===== config.mk =====
export PLATFORM = sky130hd
export DESIGN_NAME = smftep_back
export DESIGN_NICKNAME = d
export VERILOG_FILES = /design/src/smftep_pkg.sv /design/src/smftep_back.sv
export VERILOG_INCLUDE_DIRS = /design/src /design/src/src
export SDC_FILE = /design/constraint.sdc
export NUM_CORES = 1
export LEC_CHECK = 0
export ABC_AREA = 1
export BUFFER_PORTS_ARGS = -buffer_cell sky130_fd_sc_hd__buf_2
export CAP_MARGIN = 5
export CORE_AREA = 2 2 184 186
export CTS_BUF_LIST = sky130_fd_sc_hd__clkbuf_4 sky130_fd_sc_hd__clkbuf_8
export CTS_CLUSTER_DIAMETER = 200
export DETAILED_ROUTE_END_ITERATION = 7
export DIE_AREA = 0 0 186 188
export GPL_ROUTABILITY_DRIVEN = 1
export PLACE_DENSITY = 0.34
export SLEW_MARGIN = 5
export SYNTH_ARGS = -nofsm -noshare
export SYNTH_HDL_FRONTEND = slang
export SYNTH_SLANG_ARGS = --single-unit

===== constraint.sdc =====
create_clock -name clk -period 1.1 [get_ports clk]
set_input_delay 0.11 -clock clk [delete_from_list [all_inputs] [get_ports clk]]
set_output_delay 0.11 -clock clk [all_outputs]
set_load 0.005 [all_outputs]

===== src/assert_macros.svh =====
// assertion macros shared by the track event parser modules
// expects a clock named clk and a synchronous reset named rst in the using module
`ifndef ASSERT_MACROS_SVH
`define ASSERT_MACROS_SVH

// property must hold at every clock edge outside reset
`define SMF_ASSERT(label, prop, msg) \
  label: assert property (@(posedge clk) disable iff (rst) (prop)) else $error(msg);

// condition must never be seen outside reset
`define SMF_ASSERT_NEVER(label, cond, msg) `SMF_ASSERT(label, !(cond), msg)

`endif


===== src/smftep_pkg.sv =====
// types and constants of the midi file track event parser
// no dependencies
package smftep_pkg;

  localparam int TRACKS_DEF = 16;
  localparam int QDEPTH_DEF = 2;
  localparam int MAX_RES = 4;

  // per-track parse phase codes
  localparam logic [3:0] PH_DELTA      = 4'd0;
  localparam logic [3:0] PH_EVENT      = 4'd1;
  localparam logic [3:0] PH_META_TYPE  = 4'd2;
  localparam logic [3:0] PH_META_LEN   = 4'd3;
  localparam logic [3:0] PH_META_SKIP  = 4'd4;
  localparam logic [3:0] PH_TEMPO      = 4'd5;
  localparam logic [3:0] PH_DATA_SEND  = 4'd6;
  localparam logic [3:0] PH_DATA_DROP  = 4'd7;
  localparam logic [3:0] PH_SYSEX_LEN  = 4'd8;
  localparam logic [3:0] PH_SYSEX_DATA = 4'd9;
  localparam logic [3:0] PH_DONE       = 4'd10;

  // result kinds
  localparam logic [2:0] K_MIDI  = 3'd0;
  localparam logic [2:0] K_TEMPO = 3'd1;
  localparam logic [2:0] K_EOT   = 3'd2;
  localparam logic [2:0] K_ERROR = 3'd3;
  localparam logic [2:0] K_ENDED = 3'd4;

  // special bytes
  localparam logic [7:0] B_META     = 8'hFF;
  localparam logic [7:0] B_EOT      = 8'h2F;
  localparam logic [7:0] B_TEMPO    = 8'h51;
  localparam logic [7:0] B_EOX      = 8'hF7;
  localparam logic [7:0] B_RESET    = 8'hFF;

  typedef struct packed {
    logic [3:0]  phase;
    logic [7:0]  rs;
    logic [31:0] acc;
    logic [31:0] rem;
    logic [7:0]  meta;
    logic [23:0] tempo;
    logic [63:0] pos;
    logic        active;
  } trk_state_t;

  localparam int STATE_W = $bits(trk_state_t);

  localparam trk_state_t RESET_ST = '{
    phase: PH_DELTA, rs: 8'h00, acc: 32'h0, rem: 32'h0, meta: 8'h00,
    tempo: 24'h0, pos: 64'h0, active: 1'b1
  };

  typedef struct packed {
    logic [2:0]  kind;
    logic [23:0] value;
    logic [63:0] etime;
  } res_t;

  // all results caused by one item
  typedef struct packed {
    logic [3:0]  trk;
    logic [2:0]  cnt;
    res_t [MAX_RES-1:0] r;
  } bundle_t;

endpackage


===== src/smftep_back.sv =====
// back end: hands out the results of each bundle one at a time
// depends on smftep_pkg and assert_macros.svh
`include "assert_macros.svh"
module smftep_back import smftep_pkg::*; (
  input  logic        clk,
  input  logic        rst,
  input  bundle_t     q_data,
  input  logic        q_empty,
  output logic        q_pop,
  output logic        empty,
  input  logic        pop,
  output logic [3:0]  out_track,
  output logic [2:0]  kind,
  output logic [23:0] value,
  output logic [63:0] event_time,
  output logic        last
);

  logic [1:0] sel;
  logic       take;

  assign empty      = q_empty;
  assign take       = pop && !q_empty;
  assign out_track  = q_data.trk;
  assign kind       = q_data.r[sel].kind;
  assign value      = q_data.r[sel].value;
  assign event_time = q_data.r[sel].etime;
  assign last       = ({1'b0, sel} + 3'd1 == q_data.cnt);
  assign q_pop      = take && last;

  always_ff @(posedge clk) begin
    if (rst) begin
      sel <= '0;
    end else if (take) begin
      sel <= last ? 2'd0 : sel + 2'd1;
    end
  end

  `SMF_ASSERT(a_sel_in_bundle, !q_empty |-> (q_data.cnt != 3'd0 && {1'b0, sel} < q_data.cnt), "result select outside bundle")

endmodule


==> flow_metrics.tcl, run 1 <==
set metrics [dict create \
    status "finished with violations" \
    violations "setup timing" \
    rsz0062_at_grt "yes" \
    synthCells 552 \
    finish.utilization 0.192 \
    fin_skew_ps 5.08 \
    clk_pin_slew_ps 30 \
    period_needed_ps 1620 \
    cp.arrival_ps 1510 \
    hp-class "input pin to output pin" \
    fill_cells 3877 \
    clock_path_buffers 2 \
    start_util 0.0835 \
    regMostFlops "sel" \
    busiest_layer "met2" \
    r2r-end "sel[1]$_SDFFE_PP0P_" \
    powerDensity_nw_per_um2 560 \
    synth_cell_types 18 \
    cap_violations 0 \
    synth_seq_area_share 0.0145 \
    grt_start_max_net_pins 55 \
    ir_worst_vdd_mv 0.184 \
    drc 0 \
    endpoint_kind "output pin" \
    cp-start-kind "flip-flop" \
    cts-root-buf "clkbuf_8" \
    placementRows 67 \
    postRouteAntennaNets 0 \
    grt_util_met3 0.0241 \
    rr_startpoint "sel[0]$_SDFFE_PP0P_" \
    wl_per_cell_um 15.7 \
    drt-vias-per-instance 3.93 \
    reg2reg_slack_ps -240 \
    drv_slew 0 \
    p_leak_uw 0.00327 \
    grt_use_met2 0.219 \
    hold_end "out_track[1]" \
    firstDrtPassIters 4 \
    place.port_buffers 464 \
    cts-htree-levels 1 \
    placeableCoreArea_um2 33100 \
    syn_nets 928 \
    max_freq_mhz 617 \
    drive_gt1_frac 0.560 \
    worst-path-max-fanout 9 \
    nets 1412 \
    largest_reg_flops 2 \
    crit_type "flip-flop to output pin" \
    grt_overflow 0 \
    cts_tree "yes" \
    io_pins 473 \
    syn-cell-area_um2 2770 \
    slew_headroom 0.770 \
    yosys_warnings 0 \
    setup_violations 95 \
    gp_congestion 0.846 \
    grt_pass1_vias 5694 \
    vias 5830 \
    place_inst 1466 \
    hold_start "q_data[368]" \
    timing.final.ws_setup_ps -521 \
    areaGrowthSynthToFinish_pct 130 \
    antenna_found_initial 1 \
    dpl.hpwl_mm 17.6 \
    detailedPlace.worstSlack_ps -358 \
    n_antenna_cell 0 \
    hold_viol_final 0 \
    clk_latency_ps 210 \
    cp-startpoint "sel[0]$_SDFFE_PP0P_" \
    die_h_um 188 \
    grt_use_total 0.113 \
    ys_ff_latch 2 \
    tns_ps -42080 \
    required_ps 990 \
    numCtsBuffers 3 \
    grt_first_pass_wirelength_mm 30.3 \
    drtIter0Drc 177 \
    hold_depth 0 \
    met1_usage 0.119 \
    drt_wl_total_mm 23.2 \
    reg2reg_depth 6 \
    worst_pin_slew_ps 342 \
    cts.sinks 2 \
    die_x_um 186 \
    biggestRegsByFlops "sel (2)" \
    finalNonFillerCells 1483 \
    die_area_um2 35000 \
    post-route-period-util 1.47 \
    avgSynthCellArea_um2 5.01 \
]
-- placed cells by master (no fill, tap or decap), types with 7 or more instances in the layout --
| cell type | instances |
|---|---|
| nor2_2 | 8 |
| buf_2 | 463 |
| o21ai_0 | 101 |
| nand2_1 | 7 |
| buf_12 | 10 |
| inv_1 | 10 |
| o21ai_2 | 13 |
| buf_4 | 49 |
| o22ai_1 | 88 |
| o21ai_1 | 69 |
| nor2_1 | 178 |
| buf_6 | 9 |
-- synthesized netlist by cell type --
master | n | area, um^2
buf_2 | 17 | 85.1
buf_4 | 9 | 67.6
buf_6 | 16 | 180
buf_8 | 1 | 15.0
clkbuf_1 | 21 | 78.8
clkinv_1 | 1 | 3.75
dfxtp_1 | 2 | 40.0
ha_1 | 1 | 12.5
inv_1 | 10 | 37.5
inv_2 | 1 | 3.75
nand2_1 | 8 | 30.0
nand3_1 | 1 | 5.00
nand4_1 | 1 | 6.26
nor2_1 | 187 | 702
o21ai_0 | 161 | 806
o21ai_1 | 23 | 115
o22ai_1 | 91 | 569
xnor2_1 | 1 | 8.76
-- how the worst max path moves through the flow --
stage                     depth (start not counted)             end  slack, ps
after detailed placement                          6       value[14]       -360
after global routing                              6  event_time[60]       -600
after floorplan                                   4  event_time[15]         10
after CTS                                         5  event_time[37]       -550
final                                             6   event_time[8]       -520
after global placement                            6       value[14]       -410
-- worst max-delay path: stages, from the launching register on --
cell	delay, ps
dfxtp_4	450
buf_4	180
clkbuf_16	160
buf_6	120
nor2_2	40
o22ai_1	180
buf_2	160
-- per-layer routing --
metal,part of all wire,wire length (um),up-vias
li1,-,-,2927
met4,0.026,605,2
met3,0.079,1840,36
met1,0.38,8840,2553
met2,0.51,11900,312
met5,0.00056,13,-
-- stage by stage --
| step | power [uW] | hold slack (ps) | area, um^2 |
|---|---|---|---|
| CTS | 3390 | 220 | 6090 |
| global route | 3910 | 220 | 6370 |
| detailed placement | 2900 | 220 | 5870 |
| floorplan | 1300 | 301 | 2790 |
| global placement | 2930 | 220 | 5870 |
| finish | 3570 | 220 | 6370 |
-- kinds of logic after synthesis --
| group | count (synthesis) | share of synthesized area |
|---|---|---|
| xor+xnor | 1 | 0.00317 |
| simple gates | 197 | 0.269 |
| compound gates | 275 | 0.539 |
| buf+inv | 76 | 0.171 |
| flops | 2 | 0.0145 |
| fa+ha+maj | 1 | 0.00452 |
-- report_power, final --
| group | internal [uW] | switching (uW) | total [uW] |
|---|---|---|---|
| logic | 1640 | 1490 | 3130 |
| registers | 78.2 | 26.7 | 105 |
| clock network | 271 | 63.0 | 334 |
-- what timing repair did --
action / 4_1_cts / 5_1_grt
hold buffers: 0 / 0
buffers inserted: 2 / 4
resized for setup: 47 / 66
endpoints found under the setup margin: 95 / 95
pin swaps: 1 / 2
gates cloned: 3 / 4
-- cell type report --
class | instances | area [um^2] | share of cell area
repair buffers | 543 | 3270 | 0.514
multi-input cells | 474 | 2380 | 0.374
well taps | 448 | 561 | 0.0880
inverters | 12 | 55.1 | 0.00865
clock buffers | 4 | 48.8 | 0.00766
flip-flops and latches | 2 | 47.5 | 0.00747
No activity file was read; power rests on OpenSTA's default activity.
==> inputs of run 2 (changes only) <==
==> constraint.sdc (replaced) <==
create_clock -name clk -period 1.1 [get_ports clk]
set_input_delay 0.22 -clock clk [delete_from_list [all_inputs] [get_ports clk]]
set_output_delay 0.22 -clock clk [all_outputs]
set_load 0.005 [all_outputs]
==> run 2 against run 1 <==
Compared with the run above: the run still ends with setup timing left; fmax down 3.8%; hold slack better by 140 ps; clock-buffer cell count did not move; non-clock buffer count grew 11; clock power about the same; critical path type unchanged; largest cell class unchanged.
==> flow_metrics.tcl, run 2 (synthesis results as in run 1) <==
set metrics [dict create \
    p_leak_uw 0.00343 \
    wl_per_cell_um 15.9 \
    rsz0062_at_grt "yes" \
    hold_end "sel[0]$_SDFFE_PP0P_" \
    final_common_cell "buf_2" \
    drt-vias-per-instance 3.98 \
    start_util 0.0835 \
    firstDrtPassIters 4 \
    largest_reg_flops 2 \
    setup_violations 95 \
    grt_start_max_net_pins 48 \
    biggestRegsByFlops "sel (2)" \
    max_stage_delay_ps 420 \
    clk_latency_ps 210 \
    die_area_um2 35000 \
    cts-root-buf "clkbuf_8" \
    cts_tree "yes" \
    placedInstanceArea_um2 5980 \
    cap_violations 0 \
    postRouteAntennaNets 0 \
    cts.sinks 2 \
    hold_start "rst" \
    io_pins 473 \
    cp-start-kind "flip-flop" \
    required_ps 880 \
    regMostFlops "sel" \
    final_cell_mix "buf_2 (462), nor2_1 (178), o22ai_1 (85)" \
    sw_frac_of_total 0.438 \
    drc 0 \
    fin_skew_ps 4.58 \
    multiInputGateArea_um2 2510 \
    design_area_um2 6830 \
    areaGrowthSynthToFinish_pct 147 \
    clockPowerShare 0.086 \
    slowest_stage "dfxtp_4" \
    crit_type "flip-flop to output pin" \
    placeableCoreArea_um2 33100 \
    period_needed_ps 1680 \
    hp-class "input pin to flip-flop" \
    r2r-end "sel[1]$_SDFFE_PP0P_" \
    hold_depth 6 \
    drive_gt1_frac 0.594 \
    n_antenna_cell 0 \
    p_switching_uw 1690 \
    ir_worst_vdd_mv 0.263 \
    power.internal_uw 2170 \
    die_x_um 186 \
    powerDensity_nw_per_um2 564 \
    hold-worst-slack_ps 359 \
    status "finished with violations" \
    dpl.hpwl_mm 17.2 \
    grt_first_pass_wirelength_mm 31.8 \
    slew_headroom 0.745 \
    hold_buffers 0 \
    clock_path_buffers 2 \
    antenna_found_initial 0 \
    placementRows 67 \
    grt_use_total 0.120 \
    place.port_buffers 464 \
    hold_viol_final 0 \
    cts-htree-levels 1 \
    violations "setup timing" \
    fill_cells 3843 \
    crit_chain "buf_16, buf_12, o21ai_2, o22ai_1, buf_2" \
    seqCellArea_um2 47.5 \
    max_freq_mhz 594 \
    grt_overflow 0 \
    nets 1423 \
    clk_pin_slew_ps 30 \
    comb_power_share 0.887 \
    reg2reg_depth 6 \
    p_seq_frac 0.026 \
    grt_pass1_vias 5654 \
    reg2reg_slack_ps -190 \
    drv_slew 0 \
    post-route-period-util 1.53 \
    cp.arrival_ps 1460 \
    drtIter0Drc 146 \
    place_inst 1468 \
    cp-startpoint "sel[0]$_SDFFE_PP0P_" \
    gp_congestion 0.819 \
    worst-path-max-fanout 47 \
    finalNonFillerCells 1494 \
    timing.final.ws_setup_ps -584 \
    die_h_um 188 \
    vias 5949 \
    worst_pin_slew_ps 378 \
    rr_startpoint "sel[0]$_SDFFE_PP0P_" \
    drt_wl_total_mm 23.7 \
    endpoint_kind "output pin" \
    numCtsBuffers 3 \
    power_uw 3850 \
]
## run 2: cell count changes in the layout (fill, tap and decap cells not counted), sizes merged
cell and change:
inv -1, buf +15, clkbuf -1, bufbuf -3, clkinv +1
## run 2: critical path, delay by kind of cell, from the launching register on
family | cells | cell delay (ps)
buffers and inverters | 3 | 580
AOI/OAI and AO/OA | 2 | 220
DFF | 1 | 420
## run 2: area by class of cell
| type | count | share of cell area |
|---|---|---|
| Timing Repair Buffer | 554 | 0.526 |
| Multi-Input combinational cell | 474 | 0.368 |
| Tap cell | 448 | 0.0821 |
| Inverter | 12 | 0.00953 |
| Clock buffer | 4 | 0.00715 |
| Sequential cell | 2 | 0.00696 |
## run 2: how the worst max path moves through the flow
stage	end	slack (ps)
2_1_floorplan	q_pop	-60
3_3_place_gp	kind[0]	-410
3_5_place_dp	event_time[38]	-420
4_1_cts	q_pop	-600
5_1_grt	q_pop	-680
6_report	value[0]	-580
## run 2: per-stage QoR
stage          setup WS, ps  utilization  setup TNS [ps]
6_report               -584        0.206          -48440
4_1_cts                -601        0.199          -49480
5_1_grt                -676        0.206          -55310
3_3_place_gp           -413        0.180          -29040
3_5_place_dp           -420        0.180          -28750
2_1_floorplan         -62.2            -           -4540
## run 2: what timing repair did
action | CTS | global route
setup endpoints to repair | 95 | 95
buffers inserted | 10 | 0
gates cloned | 9 | 3
pin swaps | 14 | 10
resized for setup | 104 | 71
## run 2: metal layers
| layer | share of wire | wire (um) | vias to the layer above | track usage |
|---|---|---|---|---|
| met2 | 0.51 | 12200 | 299 | 0.227 |
| met1 | 0.41 | 9620 | 2664 | 0.141 |
| met5 | 0 | 0 | - | 0 |
| li1 | - | - | 2960 | - |
| met3 | 0.062 | 1480 | 26 | 0.0134 |
| met4 | 0.017 | 411 | 0 | 0.0330 |
## run 2: power groups by stage
stage                     sequential, uW  clock (uW)  combinational (uW)
after floorplan                     88.4           0                1250
after global placement              96.5           0                2910
after detailed placement            96.4           0                2880
after CTS                            101         342                3320
after global routing                 103         349                3750
final                                102         332                3420
