## config.mk

```make
export PLATFORM = sky130hd
export DESIGN_NAME = smftep_fifo
export DESIGN_NICKNAME = d
export VERILOG_FILES = /design/src/smftep_pkg.sv /design/src/smftep_fifo.sv
export VERILOG_INCLUDE_DIRS = /design/src /design/src/src
export SDC_FILE = /design/constraint.sdc
export NUM_CORES = 1
export LEC_CHECK = 0
export BUFFER_PORTS_ARGS = -buffer_cell sky130_fd_sc_hd__buf_2
export CAP_MARGIN = 20
export CORE_AREA = 2 2 287 289
export CTS_CLUSTER_SIZE = 10
export DETAILED_ROUTE_END_ITERATION = 12
export DIE_AREA = 0 0 289 291
export PLACE_DENSITY_LB_ADDON = 0.08
export RECOVER_POWER = 50
export SLEW_MARGIN = 25
export SYNTH_ARGS = -nofsm -noshare
export SYNTH_HDL_FRONTEND = slang
export SYNTH_SLANG_ARGS = --single-unit
```

## constraint.sdc

```tcl
create_clock -name clk -period 14.7 [get_ports clk]
set_input_delay 2.94 -clock clk [delete_from_list [all_inputs] [get_ports clk]]
set_output_delay 2.94 -clock clk [all_outputs]
set_load 0.1 [all_outputs]
```

## src/assert_macros.svh

```systemverilog
// assertion macros shared by the track event parser modules
// expects a clock named clk and a synchronous reset named rst in the using module
`ifndef ASSERT_MACROS_SVH
`define ASSERT_MACROS_SVH

// property must hold at every clock edge outside reset
`define SMF_ASSERT(label, prop, msg) \
  label: assert property (@(posedge clk) disable iff (rst) (prop)) else $error(msg);

// condition must never be seen outside reset
`define SMF_ASSERT_NEVER(label, cond, msg) `SMF_ASSERT(label, !(cond), msg)

`endif

```

## src/smftep_pkg.sv

```systemverilog
// types and constants of the midi file track event parser
// no dependencies
package smftep_pkg;

  localparam int TRACKS_DEF = 16;
  localparam int QDEPTH_DEF = 2;
  localparam int MAX_RES = 4;

  // per-track parse phase codes
  localparam logic [3:0] PH_DELTA      = 4'd0;
  localparam logic [3:0] PH_EVENT      = 4'd1;
  localparam logic [3:0] PH_META_TYPE  = 4'd2;
  localparam logic [3:0] PH_META_LEN   = 4'd3;
  localparam logic [3:0] PH_META_SKIP  = 4'd4;
  localparam logic [3:0] PH_TEMPO      = 4'd5;
  localparam logic [3:0] PH_DATA_SEND  = 4'd6;
  localparam logic [3:0] PH_DATA_DROP  = 4'd7;
  localparam logic [3:0] PH_SYSEX_LEN  = 4'd8;
  localparam logic [3:0] PH_SYSEX_DATA = 4'd9;
  localparam logic [3:0] PH_DONE       = 4'd10;

  // result kinds
  localparam logic [2:0] K_MIDI  = 3'd0;
  localparam logic [2:0] K_TEMPO = 3'd1;
  localparam logic [2:0] K_EOT   = 3'd2;
  localparam logic [2:0] K_ERROR = 3'd3;
  localparam logic [2:0] K_ENDED = 3'd4;

  // special bytes
  localparam logic [7:0] B_META     = 8'hFF;
  localparam logic [7:0] B_EOT      = 8'h2F;
  localparam logic [7:0] B_TEMPO    = 8'h51;
  localparam logic [7:0] B_EOX      = 8'hF7;
  localparam logic [7:0] B_RESET    = 8'hFF;

  typedef struct packed {
    logic [3:0]  phase;
    logic [7:0]  rs;
    logic [31:0] acc;
    logic [31:0] rem;
    logic [7:0]  meta;
    logic [23:0] tempo;
    logic [63:0] pos;
    logic        active;
  } trk_state_t;

  localparam int STATE_W = $bits(trk_state_t);

  localparam trk_state_t RESET_ST = '{
    phase: PH_DELTA, rs: 8'h00, acc: 32'h0, rem: 32'h0, meta: 8'h00,
    tempo: 24'h0, pos: 64'h0, active: 1'b1
  };

  typedef struct packed {
    logic [2:0]  kind;
    logic [23:0] value;
    logic [63:0] etime;
  } res_t;

  // all results caused by one item
  typedef struct packed {
    logic [3:0]  trk;
    logic [2:0]  cnt;
    res_t [MAX_RES-1:0] r;
  } bundle_t;

endpackage

```

## src/smftep_fifo.sv

```systemverilog
// short queue of result bundles between front and back end
// depends on smftep_pkg and assert_macros.svh
`include "assert_macros.svh"
module smftep_fifo import smftep_pkg::*; #(
  parameter int DEPTH = QDEPTH_DEF
) (
  input  logic    clk,
  input  logic    rst,
  input  logic    wr,
  input  bundle_t wdata,
  output logic    full,
  input  logic    rd,
  output bundle_t rdata,
  output logic    empty
);

  localparam int PW = (DEPTH > 1) ? $clog2(DEPTH) : 1;
  localparam int CW = $clog2(DEPTH + 1);

  bundle_t mem [DEPTH];
  logic [PW-1:0] wptr;
  logic [PW-1:0] rptr;
  logic [CW-1:0] cnt;
  logic do_wr;
  logic do_rd;

  assign full  = (cnt == CW'(DEPTH));
  assign empty = (cnt == '0);
  assign do_wr = wr && !full;
  assign do_rd = rd && !empty;
  assign rdata = mem[rptr];

  always_ff @(posedge clk) begin
    if (rst) begin
      wptr <= '0;
      rptr <= '0;
      cnt  <= '0;
    end else begin
      if (do_wr) begin
        wptr <= (wptr == PW'(DEPTH - 1)) ? '0 : wptr + PW'(1);
      end
      if (do_rd) begin
        rptr <= (rptr == PW'(DEPTH - 1)) ? '0 : rptr + PW'(1);
      end
      if (do_wr && !do_rd) begin
        cnt <= cnt + CW'(1);
      end else if (do_rd && !do_wr) begin
        cnt <= cnt - CW'(1);
      end
    end
    if (do_wr) begin
      mem[wptr] <= wdata;
    end
  end

  `SMF_ASSERT(a_cnt_bound, cnt <= CW'(DEPTH), "queue count beyond depth")

endmodule

```

==> results of run 1 <==
-- final cells by class --
type | instances | area [µm²]
antenna | 14 | 35.0
clock inverter | 12 | 100
sequential | 747 | 22400
multi-input combinational | 389 | 5000
fill | 7393 | 46300
inverter | 2 | 8.76
tap | 1070 | 1340
timing repair buffer | 762 | 3670
clock buffer | 112 | 2330
-- how the worst max path moves through the flow --
| stage | to | slack (ns) | cells after the start |
|---|---|---|---|
| finish | mem[0][253]$_DFFE_PP_ | 4.61 | 7 |
| global route | mem[0][253]$_DFFE_PP_ | 3.82 | 7 |
| CTS | rdata[261] | 7.46 | 4 |
| detailed placement | mem[1][338]$_DFFE_PP_ | 7.73 | 7 |
| global placement | mem[1][274]$_DFFE_PP_ | 7.73 | 7 |
| floorplan | mem[1][0]$_DFFE_PP_ | 2.36 | 3 |
-- worst reg2reg max path, stage by stage, from the launching register on --
cell and delay (ns):
dfxtp_1 0.41, nor2b_1 0.12, or3_1 0.36, clkinvlp_2 1.22
clkbuf_1 3.75, buf_4 1.10, buf_6 0.75
-- through the flow --
stage	utilization [%]	area [µm²]	setup slack [ns]	cells	hold slack (ns)
6_report	43.0	34900	4.61	3108	0.481
5_1_grt	42.9	34900	3.82	3100	0.506
4_1_cts	43.2	35000	7.46	3092	0.488
3_5_place_dp	40.2	32600	7.73	2968	0.480
3_3_place_gp	40.2	32600	7.73	2968	0.485
2_1_floorplan	-	27700	2.36	1179	0.452
-- cells by family (layout without fill, tap and decap cells) --
kind of cell,Yosys count,in the layout
AOI/OAI and AO/OA,5,5
xor gates and xnor gates,3,3
adders and majority gates,1,1
buffers and inverters,43,888
DFF,747,747
muxes,371,371
other,0,14
and+or+nand+nor,9,9
-- cells in the final DEF (no fill, tap or decap), types with 3 or more instances in the layout --
cell         n
dfxtp_1      4
mux2_2     181
buf_2      577
nor2_1       5
clkbuf_16   90
mux2_4     190
buf_4        9
edfxtp_1   742
xor2_1       3
clkbuf_1   193
diode_2     14
o21ai_0      3
buf_12       3
clkinv_1     5
-- flip-flops by register name (all words and copies together), names as in the netlist, named ones only --
signal  cells
mem       742
cnt         2
wptr        1
rptr        1
-- layer usage --
layer | global-route usage, % | vias up | wire (µm)
met5 | 0 | - | 195
met4 | 6.00 | 30 | 1920
met3 | 6.90 | 125 | 6870
met2 | 29.0 | 505 | 37200
met1 | 16.5 | 6992 | 24400
li1 | - | 6345 | -
==> impl_metrics.tcl, run 1 <==
set metrics [dict create \
    syn_inst 1179 \
    fmax_mhz 99.1 \
    cp_slowest_cell "clkbuf_1" \
    wl_mm 70.6 \
    syn_avg_cell_area_um2 23.5 \
    violations "max-capacitance violations, max-slew violations" \
    yosys_warnings 0 \
    clock_latency_ns 0.61 \
    synth_nets 1555 \
    num_rows 105 \
    yosysSeqAreaShare_pct 80.7 \
    synth_xor_area_share_pct 0.0948 \
    ctsResizeCount 0 \
    wire_per_inst_um 22.7 \
    yosysTopAreaCellShare_pct 80.4 \
    synth-simple-area-share_pct 0.158 \
    antenna_found_initial 32 \
    post_cts_buffers 0 \
    cp-end-kind "flop" \
    hold_start "wptr$_SDFFE_PP0P_" \
    die_height_um 291 \
    synth_common_cells "edfxtp_1, mux2_4, mux2_2" \
    r2r-start "cnt[0]$_SDFFE_PP0P_" \
    port_buffers 747 \
    rsz0062_at_grt "false" \
    ys_ff_latch 747 \
    pin_count 748 \
    antenna_left 0 \
    final_hold_viol_count 0 \
    layout_min_cycle_time_ns 10.09 \
    areaGrowthSynthToFinish_pct 25.8 \
    slowest_delay_ns 3.72 \
    overflow 0 \
    grt_usage_pct 16.2 \
    slew_violations 233 \
    cts_root_buf "clkbuf_16" \
    ys.flop_type "edfxtp_1" \
    period_share_pct 68.7 \
    h-tree-depth 3 \
    netlist_area_um2 27700 \
    cts_buffer_depth 3 \
    core-area_um2 81200 \
    cts_tree "built" \
    die_w_um 289 \
    drt_iter0_drc 623 \
    grt_max_degree 142 \
    fp.dieArea_um2 84100 \
    grt_pass1_vias 14629 \
    firstDrtPassIters 4 \
    slew_headroom_pct -250 \
    critical_path.top_delay_family "buffers and inverters" \
    synthAdderAreaFrac_pct 0.0451 \
    worstSetupStartpointType "input port" \
    start_util_pct 34.2 \
    hold_class "flop to flop" \
    status "finished with violations" \
    synth_area_leaders "edfxtp_1, mux2_4, mux2_2, buf_6, dfxtp_1" \
    cp_max_fo 84 \
    cts_inserted_buffers 88 \
    synthDistinctLibCells 16 \
    gp_congestion 0.755 \
    worstHoldEndpoint "wptr$_SDFFE_PP0P_" \
    yosysTopAreaCell "edfxtp_1" \
    tightest_slew_ns 5.25 \
    clock-sinks 747 \
    async_reset_ff_share_pct 0 \
    dp_hpwl_mm 49.1 \
    worstSetupPathType "input port to flop" \
    synth_compound_area_share_pct 0.0903 \
    regToRegEndpoint "mem[0][253]$_DFFE_PP_" \
    synth_most_common_cell "edfxtp_1" \
    holdBufCountCts 0 \
    max_cap_viol_count 4 \
    path_buf_inv 6 \
    grt_first_pass_wirelength_mm 98.2 \
    drive_gt1_share_pct 52.4 \
    worst_ep_arrival_time_ns 10.32 \
    synth-edff-count 742 \
    setup_viol_count_final 0 \
    reg2reg_depth 6 \
    crit_start "wr" \
    clk_pin_slew_ns 0.05 \
    cp_cell_sequence "buf_2, inv_1, or3_1, clkinvlp_2, clkbuf_1, buf_4, buf_6" \
    synth_top_family_by_area "multiplexers" \
    drc 0 \
    clock-skew-final_ns 0.0193 \
    synthMuxAreaShare_pct 17.6 \
    fin_setup_tns_ns 0 \
    crit_required_ns 14.92 \
    rrSetupSlack_ns 6.57 \
    nNetsFinal 2366 \
    vias 13997 \
    whs_path_depth 2 \
    via_per_inst 4.50 \
]
Power of run 1 is not shown: default switching activity piles up to over one toggle a cycle in this logic, so the estimate is an artifact.
==> run 2, diff against run 1 <==
--- a/config.mk
+++ b/config.mk
@@ -6,12 +6,13 @@
 export SDC_FILE = /design/constraint.sdc
 export NUM_CORES = 1
 export LEC_CHECK = 0
+export ABC_AREA = 1
 export BUFFER_PORTS_ARGS = -buffer_cell sky130_fd_sc_hd__buf_2
 export CAP_MARGIN = 20
-export CORE_AREA = 2 2 287 289
+export CORE_AREA = 2 2 294 296
 export CTS_CLUSTER_SIZE = 10
 export DETAILED_ROUTE_END_ITERATION = 12
-export DIE_AREA = 0 0 289 291
+export DIE_AREA = 0 0 296 298
 export PLACE_DENSITY_LB_ADDON = 0.08
 export RECOVER_POWER = 50
 export SLEW_MARGIN = 25
==> constraint.sdc (replaced) <==
create_clock -name clk -period 8.1 [get_ports clk]
set_input_delay 1.62 -clock clk [delete_from_list [all_inputs] [get_ports clk]]
set_output_delay 1.62 -clock clk [all_outputs]
set_load 0.1 [all_outputs]
==> impl_metrics.tcl, run 2 <==
set metrics [dict create \
    drc 0 \
    nNetsFinal 2376 \
    mostFrequentLayoutCells "edfxtp_1, buf_2, clkbuf_1" \
    antenna_found_initial 37 \
    hold_start "wptr$_SDFFE_PP0P_" \
    antenna_left 0 \
    ys_ff_latch 747 \
    path_buf_inv 3 \
    vdd_ir_drop_max_mv 0.224 \
    period_share_pct 66.2 \
    port_buffers 747 \
    h-tree-depth 3 \
    worst_ep_arrival_time_ns 5.60 \
    yosysTopAreaCell "edfxtp_1" \
    clock-sinks 747 \
    cp_max_fo 114 \
    areaGrowthSynthToFinish_pct 26.4 \
    grt_first_pass_wirelength_mm 97.6 \
    syn_inst 1191 \
    yosys_warnings 0 \
    via_per_inst 4.41 \
    die_w_um 296 \
    cp_cell_sequence "buf_2, o21ai_0, nor2_1, clkbuf_1, buf_16" \
    p_leak_uw 0.0128 \
    layout_commonest_cell "edfxtp_1" \
    crit_start "wr" \
    async_reset_ff_share_pct 0 \
    grt_usage_pct 15.2 \
    top_usage_layer "met2" \
    critical_path.top_delay_family "buffers and inverters" \
    fp.dieArea_um2 88200 \
    top_regs "mem: 742 flops, cnt: 2 flops" \
    regToRegEndpoint "mem[1][280]$_DFFE_PP_" \
    cp-endpoint "mem[1][280]$_DFFE_PP_" \
    final.setup.worst_slack_ns 2.74 \
    synth-edff-count 742 \
    synth_area_leaders "edfxtp_1, mux2_4, mux2_2, buf_6, dfxtp_1" \
    reg2reg_depth 4 \
    regArea_um2 22400 \
    ctsResizeCount 0 \
    setup_viol_count_final 0 \
    wire_per_inst_um 21.9 \
    core-area_um2 84900 \
    synth_nets 1567 \
    netlist_area_um2 27800 \
    cp.depth 5 \
    synthDistinctLibCells 16 \
    layout_min_cycle_time_ns 5.36 \
    num_rows 107 \
    cts_tree "built" \
    syn_avg_cell_area_um2 23.3 \
    largest_register "mem" \
    firstDrtPassIters 4 \
    use_met3_pct 6.74 \
    power_density_nw_per_um2 419 \
    worstSetupPathType "input port to flop" \
    slowest_delay_ns 2.01 \
    clock-skew-final_ns 0.0259 \
    multi_input_area_um2 5000 \
    start_util_pct 32.7 \
    ys.flop_type "edfxtp_1" \
    grt_pass1_vias 14739 \
    synth_common_cells "edfxtp_1, mux2_4, mux2_2" \
    yosysTopAreaCellShare_pct 80.3 \
    postLayoutCoreUtil_pct 41.3 \
    dp_hpwl_mm 47.9 \
    post_cts_buffers 0 \
    slew_headroom_pct -83.0 \
    drive_gt1_share_pct 51.6 \
    holdBufCountCts 0 \
    drt_iter0_drc 624 \
    slew_violations 140 \
    rsz0062_at_grt "false" \
    grt_max_degree 174 \
    r2r-start "cnt[0]$_SDFFE_PP0P_" \
    grtUsageMet1_pct 15.3 \
    yosysSeqAreaShare_pct 80.6 \
    cts_inserted_buffers 88 \
    finalPower_uw 14700 \
    die_height_um 298 \
    fill_cells 7888 \
    worstSetupStartpointType "input port" \
    clock_latency_ns 0.63 \
    max_cap_viol_count 4 \
    crit_required_ns 8.33 \
    pin_count 748 \
    final_hold_viol_count 0 \
    hold_class "flop to flop" \
    cts_buffer_depth 3 \
    use_met2_pct 27.4 \
    largest_register_ffs 742 \
    overflow 0 \
    cts_root_buf "clkbuf_16" \
    cp-end-kind "flop" \
    gp_congestion 0.760 \
    status "finished with violations" \
    violations "max-capacitance violations, max-slew violations" \
    rrSetupSlack_ns 3.30 \
    tightest_slew_ns 2.74 \
    fmax_mhz 186 \
    cp_slowest_cell "clkbuf_1" \
    clk_pin_slew_ns 0.05 \
    wl_mm 70.0 \
    synth_most_common_cell "edfxtp_1" \
    post-place-ws_ns 3.74 \
    vias 14073 \
]
[run 2: cell types whose count changed after synthesis]
cell,delta
nor2b_1,-1
inv_1,+7
nand2_1,+4
nand4_1,+1
xor2_1,-3
or3_1,-2
o21ai_0,+2
nand3_1,+1
a21oi_1,-1
nor2_1,+4
[run 2: worst min-delay path by stage]
stage / slack [ns] / to / cells after the start
6_report: 0.52 / wptr$_SDFFE_PP0P_ / 2
5_1_grt: 0.57 / wptr$_SDFFE_PP0P_ / 2
4_1_cts: 0.55 / wptr$_SDFFE_PP0P_ / 2
3_5_place_dp: 0.54 / wptr$_SDFFE_PP0P_ / 2
3_3_place_gp: 0.53 / wptr$_SDFFE_PP0P_ / 2
2_1_floorplan: 0.49 / wptr$_SDFFE_PP0P_ / 2
[run 2: cell families after synthesis]
| kind of cell | after synthesis | synth area share (%) |
|---|---|---|
| mux | 371 | 17.6 |
| simple gates | 16 | 0.239 |
| buf+inv | 50 | 1.34 |
| fa+ha+maj | 1 | 0.0451 |
| flops | 747 | 80.6 |
| compound gates | 6 | 0.108 |
[run 2: final cells by class]
cell class	count	area share [%]
clock inverter	17	0.539
inverter	9	0.0963
tap	1144	4.08
multi-input combinational	394	14.3
antenna	15	0.107
timing repair buffer	760	10.6
sequential	747	63.8
clock buffer	103	6.56
[run 2: metrics by stage]
| stage | setup TNS (ns) | hold slack, ns | cell area [µm²] | cells |
|---|---|---|---|---|
| floorplan | -2877.93 | 0.492 | 27800 | 1191 |
| global placement | 0 | 0.533 | 32800 | 3052 |
| detailed placement | 0 | 0.545 | 32800 | 3052 |
| CTS | 0 | 0.554 | 35300 | 3172 |
| global route | 0 | 0.573 | 35100 | 3184 |
| finish | 0 | 0.519 | 35100 | 3189 |
[run 2: worst min-delay path, stage by stage (launching register included)]
cell and delay [ns]:
dfxtp_1 0.32, nor2_1 0.11, nor2_1 0.05
[run 2: where the power goes]
| group | total (µW) | internal [µW] | switching, µW | leakage [µW] |
|---|---|---|---|---|
| combinational | 6200 | 1160 | 5040 | 0.00465 |
| sequential | 5040 | 4900 | 138 | 0.00696 |
| clock | 3470 | 2000 | 1470 | 0.00120 |
| total | 14700 | 8060 | 6650 | 0.0128 |
[run 2: metal layers]
metal / up-vias / part of all wire [%]
li1: 6365 / -
met1: 7033 / 34
met2: 489 / 53
met3: 142 / 9.5
met4: 44 / 2.7
met5: - / 0.42
(Power assumes the default switching activity.)
